[src/rtl/spf_sieve_prime_factorizer_defines.svh]
// Assertion helpers shared by the RTL. Each expects clk and rst in scope.
`ifndef SPF_SIEVE_PRIME_FACTORIZER_DEFINES_SVH
`define SPF_SIEVE_PRIME_FACTORIZER_DEFINES_SVH

// pre implies post in the same cycle
`define SPF_ASSERT_IMPL(label, pre, post) \
  label: assert property (@(posedge clk) disable iff (rst) (pre) |-> (post)) \
    else $error("spf assertion failed");

// pre implies post in the next cycle
`define SPF_ASSERT_NEXT(label, pre, post) \
  label: assert property (@(posedge clk) disable iff (rst) (pre) |=> (post)) \
    else $error("spf assertion failed");

`endif

[src/rtl/spf_pkg.sv]
`default_nettype none
package spf_pkg;

  localparam int VALUE_W = 16;
  localparam int unsigned VALUE_MAX = (1 << VALUE_W) - 1;
  localparam int DEFAULT_TABLE_DEPTH = 65536;
  localparam int MAX_RESULTS = 6;
  localparam int CNT_W = $clog2(MAX_RESULTS + 1);
  localparam int QUEUE_DEPTH = 4;
  localparam int QPTR_W = $clog2(QUEUE_DEPTH);
  localparam int APB_DATA_W = 32;
  localparam int PADDR_W = 3;

  typedef logic [VALUE_W-1:0] value_t;

  localparam value_t VALUE_ONE = value_t'(1);
  localparam value_t LIMIT_RESET = value_t'(VALUE_MAX);

  // register index, taken from paddr[2]
  localparam logic REG_LIMIT = 1'b0;

  typedef enum logic [1:0] {
    STATUS_OK    = 2'd0,
    STATUS_NONE  = 2'd1,
    STATUS_RANGE = 2'd2
  } status_t;

  typedef struct packed {
    value_t  value;
    status_t kind;
  } job_t;

  // smallest prime factor and the cofactor n / spf(n)
  typedef struct packed {
    value_t spf;
    value_t cof;
  } entry_t;

  localparam int ENTRY_W = $bits(entry_t);

  typedef struct packed {
    logic   req;
    value_t addr;
  } lookup_t;

endpackage
`default_nettype wire

[src/rtl/spf_in_if.sv]
`default_nettype none
interface spf_in_if import spf_pkg::*; ();
  logic   valid;
  logic   ready;
  value_t value;

  modport source (output valid, output value, input ready);
  modport sink (input valid, input value, output ready);
endinterface
`default_nettype wire

[src/rtl/spf_front.sv]
`default_nettype none
module spf_front import spf_pkg::*; (
  spf_in_if.sink req,
  input  value_t up,
  input  logic   table_ready,
  input  logic   q_full,
  output logic   push,
  output job_t   push_job
);
  assign req.ready = table_ready && !q_full;
  assign push = req.valid && req.ready;

  always_comb begin
    push_job.value = req.value;
    if (req.value <= VALUE_ONE) begin
      push_job.kind = STATUS_NONE;
    end else if (req.value > up) begin
      push_job.kind = STATUS_RANGE;
    end else begin
      push_job.kind = STATUS_OK;
    end
  end
endmodule
`default_nettype wire

[src/flat_wrapper.sv]
// flat-port wrapper written by rule: the top's interface ports become plain ports
module spf_front_flat import spf_pkg::*;
  (up, table_ready, q_full, push, push_job, req_valid, req_value, req_ready);
  spf_in_if req_i ();
  input  value_t up;
  input  logic table_ready;
  input  logic q_full;
  output logic push;
  output job_t push_job;
  input wire logic [$bits(req_i.valid)-1:0] req_valid;
  input wire logic [$bits(req_i.value)-1:0] req_value;
  output wire logic [$bits(req_i.ready)-1:0] req_ready;
  assign req_i.valid = req_valid;
  assign req_i.value = req_value;
  assign req_ready = req_i.ready;
  spf_front u_core (.req(req_i), .up(up), .table_ready(table_ready), .q_full(q_full), .push(push), .push_job(push_job));
endmodule
[config.mk]
export PLATFORM = sky130hd
export DESIGN_NAME = spf_front_flat
export DESIGN_NICKNAME = d
export VERILOG_FILES = /design/src/rtl/spf_sieve_prime_factorizer_defines.svh /design/src/rtl/spf_pkg.sv /design/src/rtl/spf_in_if.sv /design/src/rtl/spf_front.sv /design/src/flat_wrapper.sv
export SDC_FILE = /design/constraint.sdc
export NUM_CORES = 1
export LEC_CHECK = 0
export BUFFER_PORTS_ARGS = -buffer_cell sky130_fd_sc_hd__buf_2
export CORE_UTILIZATION = 42
export DETAILED_ROUTE_END_ITERATION = 16
export PLACE_DENSITY = 0.9
export SLEW_MARGIN = 10
export SYNTH_ARGS = -nofsm -noshare
export SYNTH_HDL_FRONTEND = slang
export SYNTH_SLANG_ARGS = --single-unit
export TNS_END_PERCENT = 50
[constraint.sdc]
create_clock -name vclk -period 2.9
set_clock_uncertainty 0.15 [all_clocks]
set_input_delay 0.435 -clock vclk [all_inputs]
set_output_delay 0.435 -clock vclk [all_outputs]
set_load 0.02 [all_outputs]
Word-level counts from Yosys, hierarchy flattened

Index checks and enable logic that the tools add are counted.

Reduce and logical (&&, ||, !) cells: 3
Bitwise logic cells: 0
Eq/ne operators: 0
Muxes and demuxes: 2
Shift operators: 0
Magnitude comparators: 2
Div/mod/pow operators: 0
Add/subtract/negate cells: 0
$mul: 0

Operator list:

| operator              | count |
|---|---|
| $gt A16 B16 Y1        | 1 |
| $le A16 B1 Y1 const B | 1 |
| $mux W2               | 2 |
| $logic_and A1 B1 Y1   | 2 |
| $logic_not A1 Y1      | 1 |

Word-level logic and storage cells: 7
Memories kept: 0
Output and inout port bits: 20
Register bits: 0
ROM bits: 0
Memory bits (writable): 0
Bits in latches: 0

Longest topological paths before layout

Depth after elaboration: 3
Gate-level depth with buffers: 6

Least setup slack after synthesis

Ideal clock, no wire load.

Path type: input to output
Start point: input up[11]
End point: output push_job[1] (netlist bit)
Path slack: 0.422 ns
Path buffers: 0
Arrival: 1.893 ns
Data required time: 2.315 ns
Stages on the path: 6
Cell sequence: inv_1 > ha_1 > nand4_1 > or4_4 > a21o_1 > a31oi_1

RTL lines:

| element     | RTL line          | RTL |
|---|---|---|
| from (decl) | flat_wrapper.sv:5 | `input value_t up;` |
| to (decl)   | flat_wrapper.sv:9 | `output job_t push_job;` |

==> flow_summary.yaml <==
timing:
  final-max-slew-violation-count: 0
  hold-worst-slack_ns: 0.951
  slew_headroom: 0.817
  finalSetupTns_ns: 0
  worst_pin_slew_ns: 0.272
  fin_crit_ns: 2.58
  grt_setup_unrepaired: "no"
  clock.fmax_mhz: 388
  setup_viol: 0
  hold_viol: 0
  period_share: 0.890
critical_path:
  worstSetupStartpointType: "primary input"
  crit_arrival_ns: 2.00
  crit_fanout: 3
  required_ns: 2.32
  worstSetupEndpointType: "output port"
  critical_path_class: "primary input to output port"
detailed_routing:
  num_vias: 659
  via_per_inst: 4.95
  totalWireLength_um: 1250
  ant_nets: 0
  drt-wirelength-per-cell_um: 9.38
  firstDrtPassIters: 4
  drc: 0
  dr.first_iter.drc_count: 2
floorplanning:
  die_height_um: 38.9
  fp.dieW_um: 38.9
  start_util: 0.482
  die_area_mm2: 0.00151
  pin_count: 55
  coreArea_mm2: 0.00119
  floorplan.rows: 12
run_status:
  outcome: "complete, no violations"
global_routing:
  grt_pass1_vias: 582
  grt_first_pass_wirelength_um: 2020
  track_usage: 0.180
  grt_max_degree: 4
  overflow: 0
  antenna_found_initial: 0
cells_and_area:
  fin_nets: 172
  drive_gt1_frac: 0.479
  area.growth.synth_to_final_pct: 30.2
  seq_cells: 0
  fillers: 115
  diodes: 0
  fin_area_um2: 744
  register_area_um2: 0
  layoutNonFillerInstCount: 133
  n_clock_buffer: 0
placement:
  place_hpwl_um: 1210
  dpl-instance-area_um2: 744
  dp.cells: 133
  numPortBuffers: 55
  globalplace.congestion: 0.793
logic_synthesis:
  avgSynthCellArea_um2: 7.15
  yosysTopAreaCell: "ha_1"
  synthTopCellsByArea: "ha_1, buf_4, inv_1, a21oi_1, nand4_1"
  yosysWarningCount: 0
  yosysUniqueCellTypes: 22
  syn_nets: 131
  ys_seq_area_frac: 0
  syn-cell-area_um2: 572
  synthCells: 80
  synth_top_area_frac: 0.350
clock_network:
  post_cts_buffers: 0
  holdBufCountCts: 0
  cts_resized: 0
flow_run:
  maxCapViolCount: 0
pwr:
  power_density_mw_per_mm2: 148
  ir_drop_v: 0.0000736
  p_leak_uw: 0.000480
worst_hold_path:
  min_path_type: "primary input to output port"
cell type report:
class	instances	area, um^2	area share
Tap cell	14	17.5	0.0235
Inverter	16	60.1	0.0807
Multi-Input combinational cell	48	392	0.526
Timing Repair Buffer	55	275	0.370
report_power, final:
group,total [uW],leakage [uW],internal (uW),switching (uW)
Combinational,110,0.000480,49.4,60.7
Sequential,0,0,0,0
Clock,0,0,0,0
cell usage in the layout, fill, tap and decap left out, drive strengths merged:
cell    Yosys  layout
a21o        1       1
a21oi       6       6
a221oi      1       1
a31oi       1       1
and2        1       1
and4        1       1
buf        16      55
ha         16      16
inv        16      16
nand2       4       4
nand2b      1       1
nand3       1       1
nand4       3       3
nor2        1       1
nor2b       2       2
nor3        1       1
nor4        3       3
o211ai      1       1
o21ai       2       2
o21bai      1       1
or4         1       1
through the flow:
stage | setup WS, ns | utilization | power (uW)
floorplan | 0.422 | - | 76.4
global placement | 0.349 | 0.628 | 107
detailed placement | 0.319 | 0.628 | 111
CTS | 0.317 | 0.628 | 112
global route | 0.262 | 0.628 | 126
finish | 0.320 | 0.628 | 110
routing by layer:
layer | wire length [um] | vias up | share of wire | track usage
met2 | 652 | 32 | 0.52 | 0.400
li1 | - | 344 | - | -
met3 | 78 | 0 | 0.063 | 0
met1 | 517 | 283 | 0.41 | 0.189
met5 | 0 | - | 0 | 0
met4 | 0 | 0 | 0 | 0
cell usage after synthesis (all sizes together):
master and count:
o211ai 1, nand2 4, and2 1, nor2b 2, o21ai 2, buf 16, nor2 1, o21bai 1
ha 16, nor4 3, a21o 1, nand2b 1, nand3 1, or4 1, a21oi 6, nor3 1
and4 1, inv 16, nand4 3, a31oi 1, a221oi 1
logic make-up after synthesis:
group,after synthesis,synth area share
simple gates,19,0.199
compound gates,13,0.136
fa+ha+maj,16,0.350
buf+inv,32,0.315
worst paths after layout:
kind                      start  slack, ns  cells past startpoint     endpoint
setup / recovery  req_value[11]       0.32                      7  push_job[1]
hold / removal     req_value[0]       0.95                      2  push_job[2]
worst max-delay path, cell delays in order:
cell and delay [ns]:
buf_2 0.11, ha_1 0.31, nand4_1 0.13, or4_4 0.50, a21o_1 0.16, a31oi_1 0.16
buf_2 0.19
Power figures use the tool's default switching activity.
