===== config.mk =====
export PLATFORM = sky130hd
export DESIGN_NAME = spf_queue
export DESIGN_NICKNAME = d
export VERILOG_FILES = /design/src/rtl/spf_pkg.sv /design/src/rtl/spf_queue.sv
export VERILOG_INCLUDE_DIRS = /design/src /design/src/rtl
export SDC_FILE = /design/constraint.sdc
export NUM_CORES = 1
export LEC_CHECK = 0
export BUFFER_PORTS_ARGS = -buffer_cell sky130_fd_sc_hd__buf_4
export CAP_MARGIN = 15
export CORE_UTILIZATION = 47
export CTS_CLUSTER_DIAMETER = 30
export DETAILED_ROUTE_END_ITERATION = 10
export GPL_TIMING_DRIVEN = 1
export PLACE_DENSITY_LB_ADDON = 0.05
export SLEW_MARGIN = 15
export SYNTH_ARGS = -nofsm -noshare
export SYNTH_HDL_FRONTEND = slang
export SYNTH_SLANG_ARGS = --single-unit
export TNS_END_PERCENT = 100

===== constraint.sdc =====
create_clock -name clk -period 3.2 [get_ports clk]
set_input_delay 0.16 -clock clk [delete_from_list [all_inputs] [get_ports clk]]
set_output_delay 0.16 -clock clk [all_outputs]
set_load 0.01 [all_outputs]

===== src/rtl/spf_sieve_prime_factorizer_defines.svh =====
// Assertion helpers shared by the RTL. Each expects clk and rst in scope.
`ifndef SPF_SIEVE_PRIME_FACTORIZER_DEFINES_SVH
`define SPF_SIEVE_PRIME_FACTORIZER_DEFINES_SVH

// pre implies post in the same cycle
`define SPF_ASSERT_IMPL(label, pre, post) \
  label: assert property (@(posedge clk) disable iff (rst) (pre) |-> (post)) \
    else $error("spf assertion failed");

// pre implies post in the next cycle
`define SPF_ASSERT_NEXT(label, pre, post) \
  label: assert property (@(posedge clk) disable iff (rst) (pre) |=> (post)) \
    else $error("spf assertion failed");

`endif


===== src/rtl/spf_pkg.sv =====
`default_nettype none
package spf_pkg;

  localparam int VALUE_W = 16;
  localparam int unsigned VALUE_MAX = (1 << VALUE_W) - 1;
  localparam int DEFAULT_TABLE_DEPTH = 65536;
  localparam int MAX_RESULTS = 6;
  localparam int CNT_W = $clog2(MAX_RESULTS + 1);
  localparam int QUEUE_DEPTH = 4;
  localparam int QPTR_W = $clog2(QUEUE_DEPTH);
  localparam int APB_DATA_W = 32;
  localparam int PADDR_W = 3;

  typedef logic [VALUE_W-1:0] value_t;

  localparam value_t VALUE_ONE = value_t'(1);
  localparam value_t LIMIT_RESET = value_t'(VALUE_MAX);

  // register index, taken from paddr[2]
  localparam logic REG_LIMIT = 1'b0;

  typedef enum logic [1:0] {
    STATUS_OK    = 2'd0,
    STATUS_NONE  = 2'd1,
    STATUS_RANGE = 2'd2
  } status_t;

  typedef struct packed {
    value_t  value;
    status_t kind;
  } job_t;

  // smallest prime factor and the cofactor n / spf(n)
  typedef struct packed {
    value_t spf;
    value_t cof;
  } entry_t;

  localparam int ENTRY_W = $bits(entry_t);

  typedef struct packed {
    logic   req;
    value_t addr;
  } lookup_t;

endpackage
`default_nettype wire


===== src/rtl/spf_queue.sv =====
`default_nettype none
`include "spf_sieve_prime_factorizer_defines.svh"
module spf_queue import spf_pkg::*; (
  input  logic clk,
  input  logic rst,
  input  logic push,
  input  job_t push_job,
  input  logic pop,
  output logic full,
  output logic empty,
  output job_t head
);
  job_t              slots [QUEUE_DEPTH];
  logic [QPTR_W-1:0] wr_ptr;
  logic [QPTR_W-1:0] rd_ptr;
  logic [QPTR_W:0]   count;
  logic [QPTR_W:0]   count_next;

  assign full = (count == (QPTR_W + 1)'(QUEUE_DEPTH));
  assign empty = (count == '0);
  assign head = slots[rd_ptr];
  assign count_next = count + (QPTR_W + 1)'(push) - (QPTR_W + 1)'(pop);

  always_ff @(posedge clk) begin
    if (rst) begin
      wr_ptr <= '0;
      rd_ptr <= '0;
      count <= '0;
    end else begin
      if (push) begin
        wr_ptr <= wr_ptr + 1'b1;
      end
      if (pop) begin
        rd_ptr <= rd_ptr + 1'b1;
      end
      count <= count_next;
    end
  end

  always_ff @(posedge clk) begin
    if (push) begin
      slots[wr_ptr] <= push_job;
    end
  end

  `SPF_ASSERT_IMPL(a_no_overflow, push, !full)
  `SPF_ASSERT_IMPL(a_no_underflow, pop, !empty)
endmodule
`default_nettype wire


# Word level (Yosys, flattened, before mapping)
# Memories as Yosys holds them, arrays and structs flattened. A register that Yosys moved wholly into a read port is not among the register bits.
# Cells that the tools add are included.
[classes]
add_sub_neg = 4
n_eq_ne = 1
muxes = 4
reduce_logical = 1
[op_table]
columns = ["cell", "n"]
rows = [
  ["2-bit by 1-bit adder with 2-bit output (second input constant)", 2],
  ["2-bit 2-to-1 mux", 2],
  ["3-bit by 1-bit adder with 3-bit output", 1],
  ["3-bit equality test (second input constant)", 1],
  ["3-bit zero test", 1],
  ["3-bit by 1-bit subtractor with 3-bit output", 1],
  ["1-bit 2-to-1 mux", 2],
]
[totals]
register_bits = 7
mem_bits_rw = 72
inputBits = 22
out_inout_bits = 20
n_memories = 1
[mem_list]
columns = ["memory", "words", "word_bits", "rd", "rd_ports_with_merged_regs", "wr", "line", "rtl"]
rows = [
  ["slots", 4, 18, 1, 1, 1, "spf_queue.sv:13", "job_t slots [QUEUE_DEPTH];"],
]

# Longest topological paths before layout
# Gate-level depths: netlist of run 1.
[logic_depth]
word_depth = 3
ltp_mapped = 7

# Least setup slack after synthesis of run 1
# OpenSTA, ideal clock, no wires.
[synth_path]
path_type = "register to register"
startpoint = "register count[0]"
endpoint = "register count[2]"
setup_time_ns = 0.110
arrival_ns = 1.392
path_slack_ns = 1.698
path_stages_with_launch = 8
path_buffers = 0
path_cell_list = "dfxtp_1 inv_1 ha_1 inv_1 ha_1 fa_1 xor3_1 nor2_1"
[synth_via]
elab_chain_cells = 2
[synth_lines]
columns = ["element", "line", "rtl"]
rows = [
  ["start: declaration", "spf_queue.sv:16", "logic [QPTR_W:0] count;"],
  ["start signal: assignment", "spf_queue.sv:36", "count <= count_next;"],
  ["3-bit by 1-bit adder with 3-bit output", "spf_queue.sv:22", "assign count_next = count + (QPTR_W + 1)'(push) - (QPTR_W + 1)'(pop);"],
  ["3-bit by 1-bit subtractor with 3-bit output", "spf_queue.sv:22", ""],
]
# No other way between the ends.
# A chain may end at the register's enable or synchronous reset.

==> results of run 1 <==
## sequential cells by signal (all words and copies together), names as in the netlist, named ones only
| name | flops |
|---|---|
| count | 3 |
| wr_ptr | 2 |
| slots | 72 |
| rd_ptr | 2 |
## routing by layer
layer / vias up / track usage
li1: 653 / -
met1: 703 / 0.1842
met2: 34 / 0.2563
met3: 7 / 0.04573
met4: 0 / 0.07994
met5: - / 0
## power by group
part | total (mW) | leakage [nW] | internal [mW] | switching [mW]
logic | 0.284 | 0.479 | 0.163 | 0.121
registers | 1.25 | 0.736 | 1.21 | 0.0309
clock network | 0.691 | 0.0897 | 0.355 | 0.336
total | 2.22 | 1.30 | 1.73 | 0.489
## area by class of cell
type | instances | area [sq um]
clock buffer | 10 | 127.6
clock inverter | 6 | 58.81
fill | 483 | 2675
inverter | 6 | 22.52
multi-input combinational | 45 | 671.9
sequential | 81 | 2342
tap | 77 | 96.34
timing repair buffer | 46 | 355.3
## cell families after synthesis
family                     after synthesis  share of synthesized area
and+or+nand+nor                         14                    0.02439
xor gates and xnor gates                 3                    0.01341
AOI/OAI and AO/OA                        2                   0.004877
buffers and inverters                   10                    0.02073
adders and majority gates                7                    0.03089
DFF                                     81                     0.7610
muxes                                   19                     0.1447
## timing repair
item                      4_1_cts  5_1_grt
setup buffers                   0        0
hold buffers                    1        3
gates resized for setup         0        0
hold endpoints to repair        4        9
## cell usage in the layout, fill, tap and decap left out
| master | n |
|---|---|
| a21oi_1 | 1 |
| fa_1 | 1 |
| mux4_1 | 8 |
| clkbuf_8 | 9 |
| nor3_1 | 1 |
| bufinv_16 | 1 |
| dfxtp_1 | 9 |
| buf_4 | 42 |
| xnor2_1 | 2 |
| mux4_2 | 10 |
| clkinvlp_4 | 2 |
| nand3b_1 | 1 |
| clkinv_1 | 1 |
| and3_1 | 1 |
| edfxtp_1 | 72 |
| nor2b_1 | 2 |
| a21bo_2 | 1 |
| clkbuf_1 | 1 |
| ha_1 | 6 |
| xor3_1 | 1 |
| inv_1 | 6 |
| nor2_1 | 5 |
| dlygate4sd3_1 | 4 |
| clkinv_2 | 2 |
| mux2i_1 | 1 |
| and2_1 | 4 |
## Yosys cell counts
library cell	number	share of area
edfxtp_1	72	0.70
mux4_2	10	0.073
dfxtp_1	9	0.059
mux4_1	8	0.068
ha_1	6	0.024
inv_1	6	0.0073
nor2_1	5	0.0061
and2_1	4	0.0081
buf_2	2	0.0033
nor2b_1	2	0.0041
xnor2_1	2	0.0057
a21bo_2	1	0.0033
a21oi_1	1	0.0016
and3_1	1	0.0020
buf_12	1	0.0065
buf_6	1	0.0037
fa_1	1	0.0065
mux2i_1	1	0.0033
nand3b_1	1	0.0024
nor3_1	1	0.0016
xor3_1	1	0.0077
## through the flow
stage | total power [mW] | instance area (sq um) | hold WS [ns]
6_report | 2.220 | 3675 | 0.01934
3_5_place_dp | 1.556 | 3448 | 0.3634
2_1_floorplan | 1.429 | 3078 | 0.2316
4_1_cts | 2.248 | 3645 | 0.0008872
5_1_grt | 2.321 | 3675 | 0.0007612
3_3_place_gp | 1.542 | 3448 | 0.3602
## worst max-delay path, cell delays in order (launching register included)
cell and delay, ns:
dfxtp_1 0.53, buf_4 0.35, mux4_1 0.61, buf_4 0.16
## path summary, 6_finish.rpt
kind           startpoint           end  slack (ns)  depth (start not counted)
max                  flop      head[15]        1.05                          3
min reg2reg     rd_ptr[1]     rd_ptr[1]        0.55                          2
max reg2reg     wr_ptr[1]  slots[1][14]        1.48                          3
min          push_job[13]  slots[2][13]        0.02                          1
==> run metrics, run 1 <==
via count 1,397; Final Setup Violations 0; worst skew pair latency around 0.34 ns; Post-DRT Antenna Nets 0; Crit Path Category reg -> out; fin crit share 0.6711; top layer used by detailed routing met4; Clock Path Buffers 2; average size of a mapped cell 22.63 sq um; Post-Syn Area between 0.003 and 0.004 sq mm; Synth Register Bits 81; global-route wire length before repair 7.748 mm; CP arrival between 1.5 and 2 ns; Synth Net Count ~170; die height 82.93 um; setup_tns 0 ns; unrepaired setup endpoints after global routing no; gpl congestion 0.6496; vias in the first global route 1,528; Synth-to-Final Area Change 19.39%; required time of the critical path 3.04 ns; Initial DRC Count 62; Clk pin slew, worst setup/hold paths roughly 0.080 ns; Die W 82.93 um; antenna cells 0; die area 0.006877 sq mm; average wire per standard cell 17.51 um; Rel. slew slack 0.3460; aggregate global routing overflow 0; Rows 29; final non-filler cell total 271; wl on met1 about 2.0 mm; Cell Pwr Density 604.2 mW/mm^2; WL met3 191 um; status completed; IO buf count 41; Max Clock Skew roughly 0.0057 ns; DRT Wirelength 4.744 mm; CTS tree done; layout cells sized above 1 0.3454; Final Util 0.5787; H-tree levels 3; Seq/Total Area, Yosys 0.7610; CTS Root Buffer Type clkbuf_8; hold crit path type in -> reg; Peak supply drop 0.0003662 V; initial antenna violation count 0; Post-DP HPWL 2.949 mm; max-slew violations 0; metal2 WL 2.474 mm; Max Cap Viol 0; largest net degree at the start of global routing 19; Post-Syn Instances approximately 140; Synth cell types 21; io pins 42; CTS buffer count 9; final hold vios 0; FMAX 465.7 MHz; dpl ws 1.357 ns; leak pwr 1.304 nW; CP Launch Type flop; CP endpoint kind primary output; synth warn 0; actual slew at the worst max-slew pin 0.9810 ns; crit path time final 2.147 ns; 1st-pass router iterations 4; DRC 0; total clock sinks a little over 80; total core area 0.006350 sq mm; CP Max Fanout 13; Initial Utilization 0.4847; nets 218; Post-Place Cells 251; final setup margin 1.053 ns; Vias/cell 5.155; total track usage 0.1548
(Power assumes the default switching activity.)
==> run 2: changes to the inputs <==
- ABC_AREA: not set -> 1
- clock period: 3.2 -> 1.7 ns (I/O delays scaled with it)
==> run 2 against run 1 <==
Effect of this change:
- routed wire length is 14% higher
- utilization up 2.7 points
- first-iteration DRC count up 77%
- synthesized cell count grew 96%
- highest routed layer unchanged
- global-route usage up 0.94 points
==> run metrics, run 2 <==
average wire per standard cell 12.39 um (-29%); most frequent cells in the layout edfxtp_1, inv_1, buf_4; Vias/cell 4.568 (-11%); leak pwr 1.685 nW (+29%); Cell Pwr Density 1060 mW/mm^2 (+75%); hold crit path type in -> reg; filler instances 560 (+16%); Clk pin slew, worst setup/hold paths 0.08 ns (about the same); total clock sinks 81 (unchanged); final non-filler cell total 435 (+61%); Synth Net Count 295 (+79%); Final Setup Violations 0 (unchanged); CTS tree done; 1st-pass router iterations 4 (unchanged); CP arrival 1.83 ns (-0.16 ns); setup_tns 0 ns (unchanged); post-CTS setup buffer count 0 (unchanged); nets 363 (+67%); Top reg by flops slots; layout cells sized above 1 0.1917 (-0.1536); Post-DP HPWL 3.176 mm (+7.7%); H-tree levels 3 (unchanged); CTS Root Buffer Type clkbuf_8; Synth Register Bits 81 (unchanged); top post-synthesis cells by area edfxtp_1, inv_1, dfxtp_1; via count 1,987 (+42%); Most common cell on crit path ha_1; largest net degree at the start of global routing 73 (+54); area of the multi-input gates 654.4 sq um (-2.6%); FMAX 627.6 MHz; IO buf count 41 (unchanged); asr flop ratio synth 0 (unchanged); global-route wire length before repair 8.756 mm (+13%); Post-Syn Area 0.003303 sq mm (+7.3%); CTS buffer count 9 (unchanged); Crit Path Category in -> reg; DRT Wirelength 5.388 mm (+14%); Max Clock Skew 0.007397 ns (+0.001684 ns); Rows 30 (+3.4%); worst skew pair latency 0.34 ns (about the same); total track usage 0.1642 (+0.009402); die area 0.007368 sq mm (+7.1%); Post-Place Cells 399 (+59%); unrepaired setup endpoints after global routing no; adder and majority gate portion of the synthesized area 0.02879 (-0.002106); gpl congestion 0.6720 (+3.4%); fin crit share 0.9373; vias in the first global route 1,866 (+22%); DRC 0 (unchanged); CP delay by family, top adder cells; Synth cell types 17 (-19%); most common cell in the netlist edfxtp_1; status completed; xor and xnor area share after synthesis 0 (-0.01341); Max Cap Viol 0 (unchanged); Clock Path Buffers 2 (unchanged); Post-Synth Simple-Gate Area 0.05758 (+0.03319); total core area 0.006794 sq mm (+7.0%); CP Max Fanout 5 (-8); CP Launch Type primary input; antenna cells 0 (unchanged); Peak supply drop 0.0006261 V (+71%); final hold vios 0 (unchanged); WP buf/inv 3 (+1); main combinational cell family by area after synthesis compound AO/OA/AOI/OAI gates; Initial Utilization 0.4862 (+0.001459); Post-synth EDFFs 72 (unchanged); Critical Path, Cell by Cell dlygate4sd3_1 -> buf_4 -> ha_1 -> inv_1 -> ha_1 -> fa_1 -> a21oi_1 -> nor2_1; register area 0.002344 sq mm (about the same); post-synth top area cell edfxtp_1; Initial DRC Count 110 (+77%); synth warn 0 (unchanged); crit-path max cell delay 0.53 ns (-0.08 ns); post-synthesis compound-gate area fraction 0.1117 (+0.1069); required time of the critical path 1.94 ns (-1.10 ns); most common cell after layout, fill and taps aside edfxtp_1; Post-Syn Instances 266 (+96%); io pins 42 (unchanged); Main synth FF type edfxtp_1; aggregate global routing overflow 0 (unchanged); Die W 85.84 um (+3.5%); Final Util 0.6059 (+0.02717); Seq/Total Area, Yosys 0.7091 (-0.05188); Synth-to-Final Area Change 24.62%; crit path time final 1.593 ns; max-slew violations 0 (unchanged); CP endpoint kind flop; average size of a mapped cell 12.42 sq um (-45%); mux cell area share after synthesis 0 (-0.1447); most frequent cells after synthesis edfxtp_1, inv_1, nand2_1; biggest regs slots (72), count (3); actual slew at the worst max-slew pin 0.3900 ns (-0.5910 ns); slowest cell on the critical path dlygate4sd3_1; Rel. slew slack 0.7400 (+0.3940); max FFs per register 72 (unchanged); initial antenna violation count 0 (unchanged); Post-DRT Antenna Nets 0 (unchanged); area share of the largest cell type after synthesis 0.6545 (-0.04789); die height 85.84 um (+3.5%)
[run 2: metal layers]
metal / wire length [um] / GRT usage
met2: 2710 / 0.2778
met5: 0 / 0
met4: 31 / 0.05909
met3: 168 / 0.05486
met1: 2477 / 0.1970
[run 2: kinds of logic (layout without fill, tap and decap cells)]
logic type	count (synthesis)	count (layout)
flops	81	81
fa+ha+maj	7	7
simple gates	50	50
buf+inv	64	137
compound gates	64	64
[run 2: metrics by stage]
stage,setup slack [ns],hold slack (ns),cell area (sq um),power (mW)
after floorplan,0.2295,0.1562,3303,2.668
after global placement,0.1956,0.2681,3706,2.890
after detailed placement,0.1251,0.2702,3706,2.905
after CTS,0.1119,0.05403,4116,4.408
after global routing,0.04285,0.08256,4116,4.588
final,0.1066,0.07564,4116,4.363
[run 2: final cells by class]
class,instances,area share
Clock buffer,10,0.03100
Sequential cell,81,0.5693
Multi-Input combinational cell,121,0.1590
Timing Repair Buffer,69,0.1441
Inverter,52,0.04742
Clock inverter,6,0.02006
Tap cell,96,0.02918
[run 2: path summary, 6_finish.rpt]
kind,startpoint,to,slack [ns],cells past startpoint
worst max register to register,count[0],count[2],0.12,7
worst min-delay path,push,wr_ptr[0],0.08,3
worst max-delay path,pop,count[2],0.11,8
worst min register to register,rd_ptr[1],flop,0.48,2
[run 2: timing repair]
item                                   CTS  global route
hold buffers                            20             0
endpoints found under the hold margin   76             0
gates resized for setup                  0             0
[run 2: report_power, final]
part / switching, mW / leakage (nW) / internal (mW)
Sequential: 0.0346 / 0.736 / 2.27
Clock: 0.652 / 0.108 / 0.820
Combinational: 0.314 / 0.841 / 0.271
[run 2: tightest hold or removal path: stages]
cell and delay, ns:
buf_4 0.11, inv_1 0.07, a21oi_1 0.11
==> run 3: changes to the inputs <==
- RECOVER_POWER: not set -> 25
==> run 3 against run 2 <==
Effect of this change:
- critical endpoint unchanged
- worst hold slack hardly changed
- clock skew hardly changed
- utilization is 0.61 points lower
- clock power hardly changed
- maximum frequency hardly changed
- sequential cell count stayed put
- clock-buffer cell count stayed put
- global-route usage stayed put
==> run metrics, run 3 (synthesized netlist as in run 2, its figures left out) <==
CP arrival 1.83 ns (about the same); total track usage 0.1642 (unchanged); initial antenna violation count 0 (unchanged); Vias/cell 4.568 (unchanged); final hold vios 0 (unchanged); crit path time final 1.593 ns (-0.0001540 ns); H-tree levels 3 (unchanged); via count 1,987 (unchanged); total core area 0.006794 sq mm (unchanged); fin crit share 0.9372 (about the same); unrepaired setup endpoints after global routing no; Top reg by flops slots; Max Clock Skew 0.007397 ns (-0.00000003000 ns); die height 85.84 um (unchanged); Die W 85.84 um (unchanged); Min Hold Slack 0.07549 ns (-0.0001540 ns); Synth-to-Final Area Change 23.37%; status completed; actual slew at the worst max-slew pin 0.3902 ns (+0.0002818 ns); Initial Utilization 0.4862 (unchanged); aggregate global routing overflow 0 (unchanged); layout cells sized above 1 0.1593 (-0.03245); most frequent cells in the layout edfxtp_1, inv_1, nand2_1; CTS tree done; most common cell after layout, fill and taps aside edfxtp_1; nets 363 (unchanged); max FFs per register 72 (unchanged); FMAX 627.7 MHz (about the same); Rel. slew slack 0.7398 (about the same); Crit Path Category in -> reg; DRT Wirelength 5.372 mm (-0.30%); post-CTS setup buffer count 0 (unchanged); vias in the first global route 1,866 (unchanged); total clock sinks 81 (unchanged); required time of the critical path 1.94 ns (about the same); Gates resized, CTS repair 0 (unchanged); Final Setup Violations 0 (unchanged); biggest regs slots (72), count (3); Rows 30 (unchanged); IO buf count 41 (unchanged); io pins 42 (unchanged); CP Max Fanout 5 (unchanged); leak pwr 1.645 nW (-2.4%); dpl ws 0.1251 ns (unchanged); max-slew violations 0 (unchanged); 1st-pass router iterations 4 (unchanged); CP Launch Type primary input; Post-DP HPWL 3.176 mm (unchanged); average wire per standard cell 12.35 um (-0.30%); worst skew pair latency 0.34 ns (about the same); CTS buffer count 9 (unchanged); antenna cells 0 (unchanged); Initial DRC Count 109 (-0.91%); CTS Root Buffer Type clkbuf_8; Max Cap Viol 0 (unchanged); hold crit path type in -> reg; Cell Pwr Density 1068 mW/mm^2 (+0.73%); largest net degree at the start of global routing 73 (unchanged); Clock Path Buffers 2 (unchanged); final setup margin 0.1068 ns (+0.0001540 ns); global-route wire length before repair 8.756 mm (unchanged); DRC 0 (unchanged); CP endpoint kind flop; die area 0.007368 sq mm (unchanged); setup_tns 0 ns (unchanged); gpl congestion 0.6720 (unchanged); Post-DRT Antenna Nets 0 (unchanged); Clk pin slew, worst setup/hold paths 0.08 ns (about the same); Peak supply drop 0.0006256 V (about the same)
==> run 3: final timing paths <==
kind,start,endpoint,slack (ns),cells after the start
setup / recovery,pop,count[2],0.11,8
hold / removal,push,wr_ptr[0],0.08,3
setup reg to reg,count[0],count[2],0.12,7
hold reg to reg,rd_ptr[1],flop,0.48,2
==> run 3: metal layers <==
metal,vias to the layer above,part of all wire,track usage
met5,-,0,0
met4,0,0.0058,0.05909
met3,2,0.031,0.05486
met2,33,0.51,0.2778
met1,916,0.46,0.1970
li1,1036,-,-
==> run 3: power breakdown <==
part | internal (mW) | switching [mW] | total [mW]
registers | 2.27 | 0.0346 | 2.30
clock network | 0.820 | 0.651 | 1.47
logic | 0.260 | 0.314 | 0.574
==> run 3: area by class of cell <==
type	instances	area, sq um
clock inverters	6	82.58
fillers	574	2719
clock buffers	10	127.6
flip-flops and latches	81	2344
multi-input cells	121	654.4
inverters	52	195.2
repair buffers	69	551.8
well taps	96	120.1
==> run 3: what timing repair did <==
| action | CTS | global route |
|---|---|---|
| endpoints found under the setup margin | 0 | 0 |
| hold buffers | 20 | 0 |
| hold endpoints to repair | 76 | 0 |
==> run 3: through the flow <==
stage	util	instance area [sq um]	power, mW	cells
final	0.5998	4075	4.350	435
after global routing	0.5998	4075	4.576	435
after CTS	0.6059	4116	4.408	435
after detailed placement	0.5455	3706	2.905	399
after global placement	0.5455	3706	2.890	399
after floorplan	-	3303	2.668	266
==> run 3: worst max-delay path, stage by stage <==
cell           delay, ns
dlygate4sd3_1       0.53
buf_4               0.15
ha_1                0.27
inv_1               0.04
ha_1                0.18
fa_1                0.40
a21oi_1             0.13
nor2_1              0.05
