### config.mk
export PLATFORM = sky130hd
export DESIGN_NAME = spf_back_flat
export DESIGN_NICKNAME = d
export VERILOG_FILES = /design/src/rtl/spf_pkg.sv /design/src/rtl/spf_out_if.sv /design/src/rtl/spf_back.sv /design/src/flat_wrapper.sv
export VERILOG_INCLUDE_DIRS = /design/src /design/src/rtl
export SDC_FILE = /design/constraint.sdc
export NUM_CORES = 1
export LEC_CHECK = 0
export BUFFER_PORTS_ARGS = -buffer_cell sky130_fd_sc_hd__buf_2
export CAP_MARGIN = 25
export CORE_MARGIN = 2
export CORE_UTILIZATION = 35
export CTS_CLUSTER_DIAMETER = 40
export DETAILED_ROUTE_END_ITERATION = 8
export MAX_ROUTING_LAYER = met4
export PLACE_DENSITY_LB_ADDON = 0.1
export SLEW_MARGIN = 10
export SYNTH_ARGS = -nofsm -noshare
export SYNTH_HDL_FRONTEND = slang
export SYNTH_SLANG_ARGS = --single-unit
export TNS_END_PERCENT = 100
### constraint.sdc
create_clock -name clk -period 3.5 [get_ports clk]
set_input_delay 1.05 -clock clk [delete_from_list [all_inputs] [get_ports clk]]
set_output_delay 1.05 -clock clk [all_outputs]
set_load 0.02 [all_outputs]
### src/rtl/spf_sieve_prime_factorizer_defines.svh
// Assertion helpers shared by the RTL. Each expects clk and rst in scope.
`ifndef SPF_SIEVE_PRIME_FACTORIZER_DEFINES_SVH
`define SPF_SIEVE_PRIME_FACTORIZER_DEFINES_SVH

// pre implies post in the same cycle
`define SPF_ASSERT_IMPL(label, pre, post) \
  label: assert property (@(posedge clk) disable iff (rst) (pre) |-> (post)) \
    else $error("spf assertion failed");

// pre implies post in the next cycle
`define SPF_ASSERT_NEXT(label, pre, post) \
  label: assert property (@(posedge clk) disable iff (rst) (pre) |=> (post)) \
    else $error("spf assertion failed");

`endif

### src/rtl/spf_pkg.sv
`default_nettype none
package spf_pkg;

  localparam int VALUE_W = 16;
  localparam int unsigned VALUE_MAX = (1 << VALUE_W) - 1;
  localparam int DEFAULT_TABLE_DEPTH = 65536;
  localparam int MAX_RESULTS = 6;
  localparam int CNT_W = $clog2(MAX_RESULTS + 1);
  localparam int QUEUE_DEPTH = 4;
  localparam int QPTR_W = $clog2(QUEUE_DEPTH);
  localparam int APB_DATA_W = 32;
  localparam int PADDR_W = 3;

  typedef logic [VALUE_W-1:0] value_t;

  localparam value_t VALUE_ONE = value_t'(1);
  localparam value_t LIMIT_RESET = value_t'(VALUE_MAX);

  // register index, taken from paddr[2]
  localparam logic REG_LIMIT = 1'b0;

  typedef enum logic [1:0] {
    STATUS_OK    = 2'd0,
    STATUS_NONE  = 2'd1,
    STATUS_RANGE = 2'd2
  } status_t;

  typedef struct packed {
    value_t  value;
    status_t kind;
  } job_t;

  // smallest prime factor and the cofactor n / spf(n)
  typedef struct packed {
    value_t spf;
    value_t cof;
  } entry_t;

  localparam int ENTRY_W = $bits(entry_t);

  typedef struct packed {
    logic   req;
    value_t addr;
  } lookup_t;

endpackage
`default_nettype wire

### src/rtl/spf_out_if.sv
`default_nettype none
interface spf_out_if import spf_pkg::*; ();
  logic    valid;
  logic    ready;
  value_t  prime;
  logic    last;
  status_t status;

  modport source (output valid, output prime, output last, output status, input ready);
  modport sink (input valid, input prime, input last, input status, output ready);
endinterface
`default_nettype wire

### src/rtl/spf_back.sv
`default_nettype none
`include "spf_sieve_prime_factorizer_defines.svh"
module spf_back import spf_pkg::*; (
  input  logic    clk,
  input  logic    rst,
  input  logic    q_empty,
  input  job_t    q_head,
  output logic    pop,
  input  logic    table_ready,
  output lookup_t lookup,
  input  entry_t  rdata,
  spf_out_if.source rsp
);
  typedef enum logic [3:0] {
    B_IDLE  = 4'b0001,
    B_FIRST = 4'b0010,
    B_STEP  = 4'b0100,
    B_EMIT  = 4'b1000
  } back_state_t;

  back_state_t      state, state_next;
  value_t           p, p_next;
  value_t           pn, pn_next;
  value_t           x, x_next;
  logic [CNT_W-1:0] n, n_next;
  logic             emit_last, emit_last_next;
  logic             out_valid, out_valid_next;
  value_t           out_prime, out_prime_next;
  logic             out_last, out_last_next;
  status_t          out_status, out_status_next;
  logic             out_free;

  assign out_free = !out_valid || rsp.ready;
  assign rsp.valid = out_valid;
  assign rsp.prime = out_prime;
  assign rsp.last = out_last;
  assign rsp.status = out_status;

  always_comb begin
    state_next = state;
    p_next = p;
    pn_next = pn;
    x_next = x;
    n_next = n;
    emit_last_next = emit_last;
    out_valid_next = out_valid && !rsp.ready;
    out_prime_next = out_prime;
    out_last_next = out_last;
    out_status_next = out_status;
    pop = 1'b0;
    lookup = '0;
    case (state)
      B_IDLE: begin
        if (!q_empty) begin
          if (q_head.kind == STATUS_OK) begin
            pop = 1'b1;
            lookup.req = 1'b1;
            lookup.addr = q_head.value;
            n_next = '0;
            state_next = B_FIRST;
          end else if (out_free) begin
            pop = 1'b1;
            out_valid_next = 1'b1;
            out_prime_next = '0;
            out_last_next = 1'b1;
            out_status_next = q_head.kind;
          end
        end
      end
      B_FIRST: begin
        p_next = rdata.spf;
        if (rdata.cof == VALUE_ONE) begin
          emit_last_next = 1'b1;
          state_next = B_EMIT;
        end else begin
          x_next = rdata.cof;
          lookup.req = 1'b1;
          lookup.addr = rdata.cof;
          state_next = B_STEP;
        end
      end
      B_STEP: begin
        if (rdata.spf == p) begin
          // another power of the same prime: divide it out
          if (rdata.cof == VALUE_ONE) begin
            emit_last_next = 1'b1;
            state_next = B_EMIT;
          end else begin
            x_next = rdata.cof;
            lookup.req = 1'b1;
            lookup.addr = rdata.cof;
          end
        end else begin
          pn_next = rdata.spf;
          x_next = rdata.cof;
          emit_last_next = (n == CNT_W'(MAX_RESULTS - 1));
          state_next = B_EMIT;
        end
      end
      B_EMIT: begin
        if (out_free) begin
          out_valid_next = 1'b1;
          out_prime_next = p;
          out_last_next = emit_last;
          out_status_next = STATUS_OK;
          n_next = n + 1'b1;
          if (emit_last) begin
            state_next = B_IDLE;
          end else begin
            p_next = pn;
            if (x == VALUE_ONE) begin
              emit_last_next = 1'b1;
            end else begin
              lookup.req = 1'b1;
              lookup.addr = x;
              state_next = B_STEP;
            end
          end
        end
      end
      default: begin
        state_next = B_IDLE;
      end
    endcase
  end

  always_ff @(posedge clk) begin
    if (rst) begin
      state <= B_IDLE;
      out_valid <= 1'b0;
    end else begin
      state <= state_next;
      out_valid <= out_valid_next;
    end
  end

  always_ff @(posedge clk) begin
    p <= p_next;
    pn <= pn_next;
    x <= x_next;
    n <= n_next;
    emit_last <= emit_last_next;
    out_prime <= out_prime_next;
    out_last <= out_last_next;
    out_status <= out_status_next;
  end

  `SPF_ASSERT_IMPL(a_lookup_when_ready, lookup.req, table_ready)
  `SPF_ASSERT_IMPL(a_error_beat_shape, out_valid && out_status != STATUS_OK, out_last && out_prime == '0)
  `SPF_ASSERT_IMPL(a_count_bounded, state == B_EMIT, n < CNT_W'(MAX_RESULTS))
endmodule
`default_nettype wire

### src/flat_wrapper.sv
// flat-port wrapper written by rule: the top's interface ports become plain ports
module spf_back_flat import spf_pkg::*;
  (clk, rst, q_empty, q_head, pop, table_ready, lookup, rdata, rsp_valid, rsp_prime, rsp_last, rsp_status, rsp_ready);
  spf_out_if rsp_i ();
  input  logic clk;
  input  logic rst;
  input  logic q_empty;
  input  job_t q_head;
  output logic pop;
  input  logic table_ready;
  output lookup_t lookup;
  input  entry_t rdata;
  output wire logic [$bits(rsp_i.valid)-1:0] rsp_valid;
  output wire logic [$bits(rsp_i.prime)-1:0] rsp_prime;
  output wire logic [$bits(rsp_i.last)-1:0] rsp_last;
  output wire logic [$bits(rsp_i.status)-1:0] rsp_status;
  input wire logic [$bits(rsp_i.ready)-1:0] rsp_ready;
  assign rsp_valid = rsp_i.valid;
  assign rsp_prime = rsp_i.prime;
  assign rsp_last = rsp_i.last;
  assign rsp_status = rsp_i.status;
  assign rsp_i.ready = rsp_ready;
  spf_back u_core (.clk(clk), .rst(rst), .q_empty(q_empty), .q_head(q_head), .pop(pop), .table_ready(table_ready), .lookup(lookup), .rdata(rdata), .rsp(rsp_i));
endmodule
# ---- After elaboration in Yosys (flattened, before gate mapping)
# Cells that the tools add are included.
# Widths: inputs -> output; s select.
dict set report totals {
  ff_bits 76
  output_inout_bits 38
  in_bits 55
  elab_cells 99
}
dict set report op_classes {
  n_addsub 1
  n_bitwise 1
  n_mux 56
  n_eq_ne 16
  reduce_logical 15
}
# op n
set op_table {}
lappend op_table {{$mux 16} 8}
lappend op_table {{$mux 17} 7}
lappend op_table {{$pmux 16 s2} 3}
lappend op_table {{$pmux 17 s4} 1}
lappend op_table {{$eq 16x1->1 const B} 2}
lappend op_table {{$mux 4} 8}
lappend op_table {{$eq 16x16->1} 1}
lappend op_table {{$mux 1} 16}
lappend op_table {{$pmux 4 s4} 1}
lappend op_table {{$reduce_and 5->1} 2}
lappend op_table {{$mux 3} 3}
lappend op_table {{$mux 2} 4}
lappend op_table {{$ne 2x1->1 const B} 3}
lappend op_table {{$ne 2x2->1 const B} 3}
lappend op_table {{$ne 3x2->1 const B} 2}
lappend op_table {{$pmux 3 s2} 1}
lappend op_table {{$reduce_bool 2->1} 3}
lappend op_table {{$eq 4x1->1 const B} 1}
lappend op_table {{$eq 4x2->1 const B} 1}
lappend op_table {{$eq 4x3->1 const B} 1}
lappend op_table {{$eq 4x4->1 const B} 1}
lappend op_table {{$pmux 1 s2} 2}
lappend op_table {{$pmux 2 s2} 1}
lappend op_table {{$reduce_and 2->1} 2}
lappend op_table {{other kinds (11)} 12}

# ---- Depth between registers and ports, before layout
# Gate-level depths: netlist of run 1.
dict set report depth {
  ltp_word 6
  depth_mapped 9
  ltp_nobuf 6
}

# ---- Worst setup path before layout of run 1
# Ideal clock, no wire load.
dict set report synth_path {
  path_type {input to output}
  start {in rdata[30] in the netlist's numbering}
  end {out lookup[1] in the netlist's numbering}
  path_buffers 1
  stages 6
  required_ns 2.450
  slack_ns -0.291
  t_arrival_ns 2.741
  cell_sequence {xnor2_1 > nand4_1 > nor4_2 > a21oi_1 > buf_2 > o21ai_0}
}
# element line_no
set synth_rtl {}
lappend synth_rtl {{start: declaration} flat_wrapper.sv:12} ;# input entry_t rdata;
lappend synth_rtl {{end: declaration} flat_wrapper.sv:11} ;# output lookup_t lookup;

==> summary.txt, run 1 <==
Run status
  • Outcome: finished, violations left
  • Failing checks: setup timing

Synthesis
  • YS warnings: 0
  • Simple-gate share of the synthesized area: 16.6%
  • Seq/Total Area, Yosys: about three fifths
  • Synthesized net count: ~370
  • Leading area contributor after synthesis: edfxtp_1
  • Cell Area, Synth: ~0.0037 mm2
  • Yosys reg bits: 76
  • Synth Area in Adders: less than 1%
  • Complex-gate fraction of the synthesized area: between 10% and 20%
  • Mux cell area share after synthesis: less than 1%
  • Syn avg cell area: 11.9 um2
  • Post-synth top area share: a little under three fifths
  • Main combinational cell family by area after synthesis: simple AND/OR/NAND/NOR gates
  • Post-Synth XOR/XNOR Area: around 4.2%
  • Count of cell types in the netlist: 46
  • Cells after Synth: between 300 and 400
  • Synth area leaders: edfxtp_1 (57%), nand2_1 (5.2%), xnor2_1 (4.0%)

Cells and area
  • Most frequent cells in the layout: edfxtp_1 (71), buf_2 (66), nand2_1 (52)
  • Nets@finish: 497
  • Commonest non-fill, non-tap cell in the layout: edfxtp_1
  • Layout Cells excl Fill: 581
  • Number of diodes: 0
  • Layout cells sized above 1: a little over two fifths
  • Layout area overhead: 38.0%
  • Fin area: ~0.0052 mm2

Timing
  • Worst Skew: just under 0.006 ns
  • Worst Tran Pin Value: between 0.7 and 0.8 ns
  • Final setup vio count: 17
  • Final min period: around 3.6 ns
  • Period utilization: 102%
  • Hold Vio Cnt, Final: 0
  • Max Fclk: roughly 0.28 GHz
  • Unrepaired setup endpoints after global routing: yes
  • Setup TNS: -1.18 ns
  • Slew HR: about half
  • Final WS setup: -0.0841 ns
  • Fin. max-slew vios: 0

Clock network
  • Bufs on Longest Clock Path: 2
  • Post-CTS Hold Buffers: 0
  • Clock Sinks: 76
  • Skew-Pair Late Insertion Delay: ~0.34 ns
  • CTS tree: built
  • CTS H-tree depth: 3
  • CTS root buf: clkbuf_8
  • TritonCTS Buffers: 9
  • CTS clk-pin slew, worst paths: roughly 0.090 ns

Setup path
  • CP max stage cell: nor4_4
  • R2r setup slk: 1.05 ns
  • Arrival time worst endpoint: roughly 2.5 ns
  • CP startpoint kind: input pin
  • Crit Path Category: in -> out
  • Crit. End Element: output port
  • Crit path max fanout: 8
  • Crit-path cells: buf_8 > xnor2_2 > nand4_1 > nor4_4 > a21oi_4 > buf_12 > o21ai_2 > buf_6
  • WP data required: ~2.5 ns
  • Worst path max stage delay: 0.43 ns

Power
  • Maximum vdd drop: ~0.00025 V
  • Pint: 1850 uW
  • Comb pwr share: 30.4%
  • Seq pwr share: between 40 and 50%
  • Clk network pwr share: about a quarter
  • PwrDens: around 530 mW/mm2
  • Sw Share: approximately 33%
  • Leak: 0.00214 uW
  • Sw Pwr: 903 uW

Die
  • Core ar.: about 0.010 mm2
  • Die area: about 0.012 mm2
  • Number of top-level pins: 93
  • Initial Util: 36.1%
  • Die Ht: 107 um
  • # rows: 37
  • Chip width: about 110 um

Drt
  • Via count: around 2800
  • Initial DRC Count: 80
  • Final WL: between 8000 and 9000 um
  • DRT Pass-1 Iters: 4
  • Routed Antenna Nets: 0
  • Remaining DRCs: 0
  • Routed len/inst: 15.2 um
  • Routed vias/inst: slightly below 5

GRT
  • Number of global-route vias before repair: ~2800
  • Global-route wire length before repair: roughly 14000 um
  • Initial antenna violation count: 0
  • GRT Util Overall: approximately 16%
  • Largest net degree at the start of global routing: 35
  • GRT overflow: 0

Placed design
  • Detailed Place HPWL: between 5000 and 6000 um
  • PortBufs: 91
  • Worst slack, placed: -0.0839 ns
  • Placed inst area: between 0.004 and 0.005 mm2
  • Placed Instances: between 500 and 600
  • GP Congestion: just over 0.8

Min path
  • Tightest Hold Check Type: reg -> reg

Job
  • Max_cap viols: 0
-- cells by family (layout without fill, tap and decap cells) --
kind of cell | Yosys count | count (layout)
XOR/XNOR | 18 | 18
flip-flops | 76 | 76
adder cells (fa/ha/maj) | 2 | 2
multiplexers | 1 | 1
AO/OA/AOI/OAI | 68 | 68
AND/OR/NAND/NOR | 117 | 117
buffers and inverters | 33 | 163
-- metrics by stage --
stage	utilization, %	total power [uW]	hold WS, ns
2_1_floorplan	-	1720	0.484
3_3_place_gp	43.8	1960	0.487
3_5_place_dp	43.8	1970	0.494
4_1_cts	48.3	2760	0.517
5_1_grt	49.8	2910	0.537
6_report	49.8	2750	0.516
-- worst paths after layout --
kind,cells past startpoint,start,end
max,8,rdata[23],lookup[12]
min,2,u_core.pn[5],u_core.p[5]
max reg2reg,9,u_core.p[10],u_core.x[6]
min reg2reg,2,u_core.pn[5],u_core.p[5]
-- worst max-delay path, delay by kind of cell --
family                    cells  cell delay, ns
buffers and inverters         3            0.41
xor gates and xnor gates      1            0.13
and+or+nand+nor               2            0.65
AOI/OAI and AO/OA             2            0.28
-- power by group through the flow --
stage,Clock (uW),Sequential [uW],Combinational [uW]
after global placement,0,1230,727
after CTS,730,1220,809
after floorplan,0,1300,418
after detailed placement,0,1240,736
final,701,1220,836
after global routing,772,1230,911
-- flip-flops by register name (all words and copies together), names as in the netlist --
signal             count
u_core.rsp.last        1
u_core.rsp.status      2
u_core.n               3
u_core.rsp.valid       1
u_core.x              16
u_core.p              16
u_core.emit_last       1
u_core.rsp.prime      16
u_core.pn             16
u_core.state           4
-- cell usage after synthesis, drive strengths merged --
cell / instances
nand4: 5
o21a: 3
clkbuf: 5
a211oi: 2
a222oi: 1
mux2: 1
o32a: 1
o211ai: 1
nor3: 4
ha: 2
a311o: 1
buf: 8
a21boi: 1
nand2: 52
nor2b: 1
nand3: 2
or2: 1
o21ai: 19
xnor2: 17
a22oi: 15
and3: 2
or3: 1
dfxtp: 5
or4b: 2
edfxtp: 71
a21o: 15
and4: 2
nand2b: 2
nor2: 14
a2111oi: 1
a21oi: 7
o22ai: 1
xor2: 1
inv: 20
nor4b: 4
nor4: 7
and2: 18
-- layer usage --
metal / part of all wire (%) / global-route usage, % / up-vias
met5: 0 / - / -
met4: 1.2 / 5.22 / 0
met3: 5.0 / 4.42 / 8
met2: 48 / 25.8 / 85
met1: 46 / 20.8 / 1349
li1: - / - / 1392
-- timing repair --
| action | 4_1_cts | 5_1_grt |
|---|---|---|
| setup endpoints to repair | 17 | 17 |
| setup buffers | 4 | 3 |
| cloned | 1 | 0 |
| pin swaps | 10 | 9 |
| gates resized for setup | 57 | 24 |
-- area by class of cell --
cell class / count / area, um2
fillers: 939 / 5210
inverters: 20 / 77.6
multi-input cells: 206 / 1530
clock inverters: 7 / 82.6
repair buffers: 127 / 948
clock buffers: 9 / 124
well taps: 136 / 170
flip-flops and latches: 76 / 2230
No activity file was read; power rests on OpenSTA's default activity.
==> inputs of run 2 (changes only) <==
TNS_END_PERCENT = 5   (was 100)
==> summary.txt, run 2 (synthesis results as in run 1) <==
Die
  • Core ar.: between 0.01 and 0.015 mm2
  • Chip width: approximately 110 um
  • Die Ht: 107 um
  • # rows: 37
  • Initial Util: roughly 36%
  • Die area: ~0.012 mm2
  • Number of top-level pins: 93

Setup path
  • Start point of the critical path: rdata[17]
  • Crit-path cells: buf_2 > xnor2_2 > nand4_1 > nor4_4 > a21oi_4 > buf_12 > o21ai_4 > buf_6
  • WP data required: approximately 2.5 ns
  • Worst path max stage delay: 0.42 ns
  • CP max stage cell: nor4_4
  • Crit path max fanout: 8
  • CP startpoint kind: input pin
  • Crit. End Element: output port
  • Crit Path Category: in -> out
  • R2r setup slk: around 1.3 ns
  • Arrival time worst endpoint: 2.53 ns
  • Reg2reg start: u_core.p[12]

Clock network
  • CTS clk-pin slew, worst paths: about 0.09 ns
  • TritonCTS Buffers: 9
  • CTS H-tree depth: 3
  • Clock Sinks: 76
  • CTS tree: built
  • Skew-Pair Late Insertion Delay: ~0.35 ns
  • Post-CTS Hold Buffers: 0
  • Bufs on Longest Clock Path: 2
  • CTS root buf: clkbuf_8

Timing
  • Period utilization: 102%
  • Hold Vio Cnt, Final: 0
  • Fin. max-slew vios: 0
  • Final min period: approximately 3.6 ns
  • Final setup vio count: 16
  • Worst Skew: between 0.009 and 0.01 ns
  • Final WS setup: -0.0844 ns
  • Slew HR: between 40% and 50%
  • Worst Tran Pin Value: ~0.77 ns
  • Unrepaired setup endpoints after global routing: yes
  • Max Fclk: approximately 0.28 GHz

Power
  • Overall power: 2770 uW
  • Leak: ~0.0022 uW
  • PwrDens: roughly 540 mW/mm2
  • Maximum vdd drop: around 0.00019 V

GRT
  • GRT Util Overall: between 10% and 20%
  • Global-route wire length before repair: between 10000 and 15000 um
  • Number of global-route vias before repair: around 3000
  • Initial antenna violation count: 0
  • GRT overflow: 0
  • Largest net degree at the start of global routing: 35

Placed design
  • GP Congestion: between 0.7 and 0.8
  • PortBufs: ~90
  • Detailed Place HPWL: 6040 um

Min path
  • HP Start: u_core.pn[1]
  • Tightest Hold Check Type: reg -> reg

Cells and area
  • Number of diodes: 0
  • Most frequent cells in the layout: edfxtp_1 (71), buf_2 (70), nand2_1 (52)
  • Fillers: around 950
  • Final Util: between 40% and 50%
  • Commonest non-fill, non-tap cell in the layout: edfxtp_1
  • Layout area overhead: 37.8%
  • Nets@finish: ~500
  • Layout cells sized above 1: between 40 and 50%

Drt
  • Via count: 2824
  • Final WL: 8890 um
  • Remaining DRCs: 0
  • Routed vias/inst: between 4 and 5
  • Routed len/inst: about 15 um
  • Initial DRC Count: between 80 and 90
  • DRT Pass-1 Iters: 4
  • Routed Antenna Nets: 0

Job
  • Max_cap viols: 0

Run status
  • Failing checks: setup timing
  • Outcome: finished, violations left
## run 2: worst paths after layout
check	end	cells after the start
worst min register to register	u_core.p[1]	2
worst max-delay path	lookup[13]	8
worst min-delay path	u_core.p[1]	2
worst max register to register	u_core.x[0]	8
## run 2: power by group
part	internal, uW	total, uW	switching (uW)	leakage (uW)
combinational	351	846	495	0.00136
sequential	1160	1210	53.5	0.000692
clock	342	710	368	0.0000988
total	1850	2770	916	0.00215
## run 2: routing by layer
layer	vias up	wire length [um]	GRT usage, %
met1	1338	3970	20.3
met3	12	385	3.39
li1	1391	-	-
met2	83	4430	27.4
met5	-	0	-
met4	0	110	6.04
## run 2: critical path, delay by kind of cell
kind                   cells  cell delay [ns]
XOR/XNOR                   1             0.13
buffers and inverters      3             0.45
AND/OR/NAND/NOR            2             0.61
AO/OA/AOI/OAI              2             0.28
## run 2: metrics by stage
stage | hold WS [ns] | instances | setup slack [ns] | cell area, um2 | setup TNS [ns]
6_report | 0.512 | 580 | -0.0844 | 5160 | -1.03
4_1_cts | 0.517 | 580 | -0.0497 | 5070 | -0.627
5_1_grt | 0.541 | 580 | -0.164 | 5160 | -2.54
3_3_place_gp | 0.489 | 559 | -0.149 | 4550 | -1.87
2_1_floorplan | 0.484 | 315 | -0.0757 | 3740 | -0.712
3_5_place_dp | 0.495 | 560 | -0.157 | 4570 | -1.92
## run 2: cell type report
class                   instances  area, um2  share of cell area (%)
clock buffers                   9        124                    2.40
clock inverters                 7       82.6                    1.60
well taps                     136        170                    3.30
multi-input cells             206       1550                    30.1
repair buffers                126        916                    17.8
inverters                      20       77.6                    1.50
flip-flops and latches         76       2230                    43.3
## run 2: timing repair
item | 4_1_cts | 5_1_grt
pin swaps | 11 | 4
gates cloned | 1 | 0
resized for setup | 56 | 16
setup buffers | 4 | 0
setup endpoints to repair | 17 | 17
==> inputs of run 3 (changes only) <==
CTS_BUF_LIST = sky130_fd_sc_hd__clkbuf_16   (was unset)
REMOVE_ABC_BUFFERS = 1   (was unset)
==> summary.txt, run 3 (synthesis results as in run 1) <==
Timing
  • Slew HR: about half
  • Unrepaired setup endpoints after global routing: yes
  • Final min period: 3.48 ns
  • Period utilization: between 90% and 100%
  • Max Fclk: between 0.2 and 0.3 GHz
  • Fin. max-slew vios: 0
  • Hold Vio Cnt, Final: 0
  • Final setup vio count: 0
  • Worst Skew: about 0.0055 ns
  • Worst Tran Pin Value: ~0.75 ns

Clock network
  • CTS tree: built
  • CTS H-tree depth: 3
  • CTS root buf: clkbuf_16
  • TritonCTS Buffers: 9
  • Skew-Pair Late Insertion Delay: between 0.3 and 0.4 ns
  • CTS clk-pin slew, worst paths: 0.06 ns
  • Bufs on Longest Clock Path: 2
  • Clock Sinks: 76

Placed design
  • PortBufs: slightly above 90
  • Placed inst area: ~0.0045 mm2
  • Detailed Place HPWL: approximately 6000 um
  • GP Congestion: about 0.75
  • Placed Instances: between 500 and 600

Min path
  • Tightest Hold Check Type: reg -> reg
  • HP Start: u_core.pn[10]

Die
  • Initial Util: 36.1%
  • Die Ht: approximately 110 um
  • Chip width: approximately 110 um
  • Number of top-level pins: between 90 and 100
  • # rows: 37
  • Die area: between 0.01 and 0.015 mm2
  • Core ar.: just over 0.01 mm2

Drt
  • Via count: ~2800
  • Routed len/inst: ~15 um
  • Initial DRC Count: 87
  • Routed vias/inst: between 4 and 5
  • Final WL: roughly 8600 um
  • DRT Pass-1 Iters: 6
  • Remaining DRCs: 0
  • Routed Antenna Nets: 0

Setup path
  • Worst path max stage delay: between 0.2 and 0.3 ns
  • Worst R2R End: u_core.emit_last
  • R2R depth: 5
  • CP startpoint kind: input pin
  • Reg2reg start: u_core.state[0]
  • Start point of the critical path: rdata[19]
  • Arrival time worst endpoint: 2.43 ns
  • WP data required: between 2 and 2.5 ns
  • Crit. End Element: output port
  • Crit path max fanout: 10
  • R2r setup slk: 1.32 ns
  • Crit. path cell count: 9
  • CP max stage cell: nor4_2
  • Crit-path cells: buf_2 > xnor2_2 > nand4_1 > nor4_2 > buf_4 > a21oi_4 > buf_12 > o21ai_4 > buf_6
  • Crit Path Category: in -> out
  • Worst Setup EP: lookup[16]
  • Crit path buf inv count: 4
  • Cell family with most CP delay: buffers and inverters

Job
  • Max_cap viols: 0

Cells and area
  • Number of diodes: 0
  • Layout Cells excl Fill: 577
  • Fin area: slightly above 0.005 mm2
  • Most frequent cells in the layout: edfxtp_1 (71), buf_2 (67), nand2_1 (52)
  • Fillers: slightly below 1000
  • Layout cells sized above 1: 40.8%
  • Layout area overhead: 37.4%
  • Nets@finish: 493
  • Commonest non-fill, non-tap cell in the layout: edfxtp_1

Power
  • Sw Share: a little under 30%
  • Sw Pwr: between 800 and 900 uW
  • Leak: about 0.0022 uW
  • Maximum vdd drop: between 0.0002 and 0.0003 V
  • Seq pwr share: approximately two fifths
  • Clk network pwr share: between 30% and 40%
  • PwrDens: 588 mW/mm2
  • Pint: roughly 2100 uW
  • Overall power: about 3000 uW
  • Comb pwr share: 26.6%

GRT
  • Largest net degree at the start of global routing: 36
  • Global-route wire length before repair: about 14000 um
  • GRT overflow: 0
  • Initial antenna violation count: 0
  • Number of global-route vias before repair: roughly 2800
  • GRT Util Overall: ~16%

Run status
  • Outcome: finished, final reports clean
## run 3: changes by cell type in the layout (fill, tap and decap cells not counted), sizes merged
cell      previous run  this run
buf                126       123
clkinv               0         3
inv                 24        21
bufinv               1         2
clkinvlp             2         1
## run 3: worst min path at each step
stage	cells after the start	slack, ns	endpoint
global route	2	0.53	u_core.p[14]
CTS	2	0.51	u_core.p[13]
floorplan	2	0.48	u_core.p[0]
finish	2	0.51	u_core.p[10]
global placement	2	0.49	u_core.p[7]
detailed placement	2	0.49	u_core.p[10]
## run 3: metrics by stage
step | util [%] | setup slack, ns | setup TNS [ns] | hold slack [ns]
after global placement | 43.7 | -0.106 | -1.32 | 0.488
after detailed placement | 43.7 | -0.0865 | -0.964 | 0.494
final | 49.6 | 0.0187 | 0 | 0.506
after floorplan | - | -0.623 | -20.69 | 0.484
after CTS | 48.3 | -0.0262 | -0.0603 | 0.506
after global routing | 49.6 | -0.0893 | -0.785 | 0.532
## run 3: layer usage
metal,up-vias,GRT usage (%),part of all wire [%]
li1,1389,-,-
met1,1320,19.1,44
met2,86,27.1,49
met3,9,4.48,5.6
met4,0,4.95,1.0
met5,-,-,0
## run 3: worst register-to-register path, cell delays in order, from the launching register on
cell     delay [ns]
dfxtp_1        0.30
or4b_1         0.66
buf_4          0.29
mux2_2         0.31
o32a_1         0.28
o21a_1         0.10
## run 3: timing repair
action,in CTS,in global routing
pin swaps,4,3
hold buffers,0,0
gates resized for setup,34,26
endpoints found under the setup margin,17,17
buffers inserted,4,0
## run 3: final cells by class
cell class | count | area [um2] | share of cell area [%]
inverter | 20 | 77.6 | 1.51
tap | 136 | 170 | 3.31
multi-input combinational | 206 | 1470 | 28.5
sequential | 76 | 2230 | 43.4
clock inverter | 7 | 100 | 1.95
timing repair buffer | 123 | 870 | 16.9
clock buffer | 9 | 225 | 4.38
## run 3: power groups by stage
stage	Sequential (uW)	Combinational, uW	Clock, uW
2_1_floorplan	1310	372	0
3_3_place_gp	1230	733	0
3_5_place_dp	1230	737	0
4_1_cts	1210	776	1040
5_1_grt	1230	885	1070
6_report	1210	804	1010
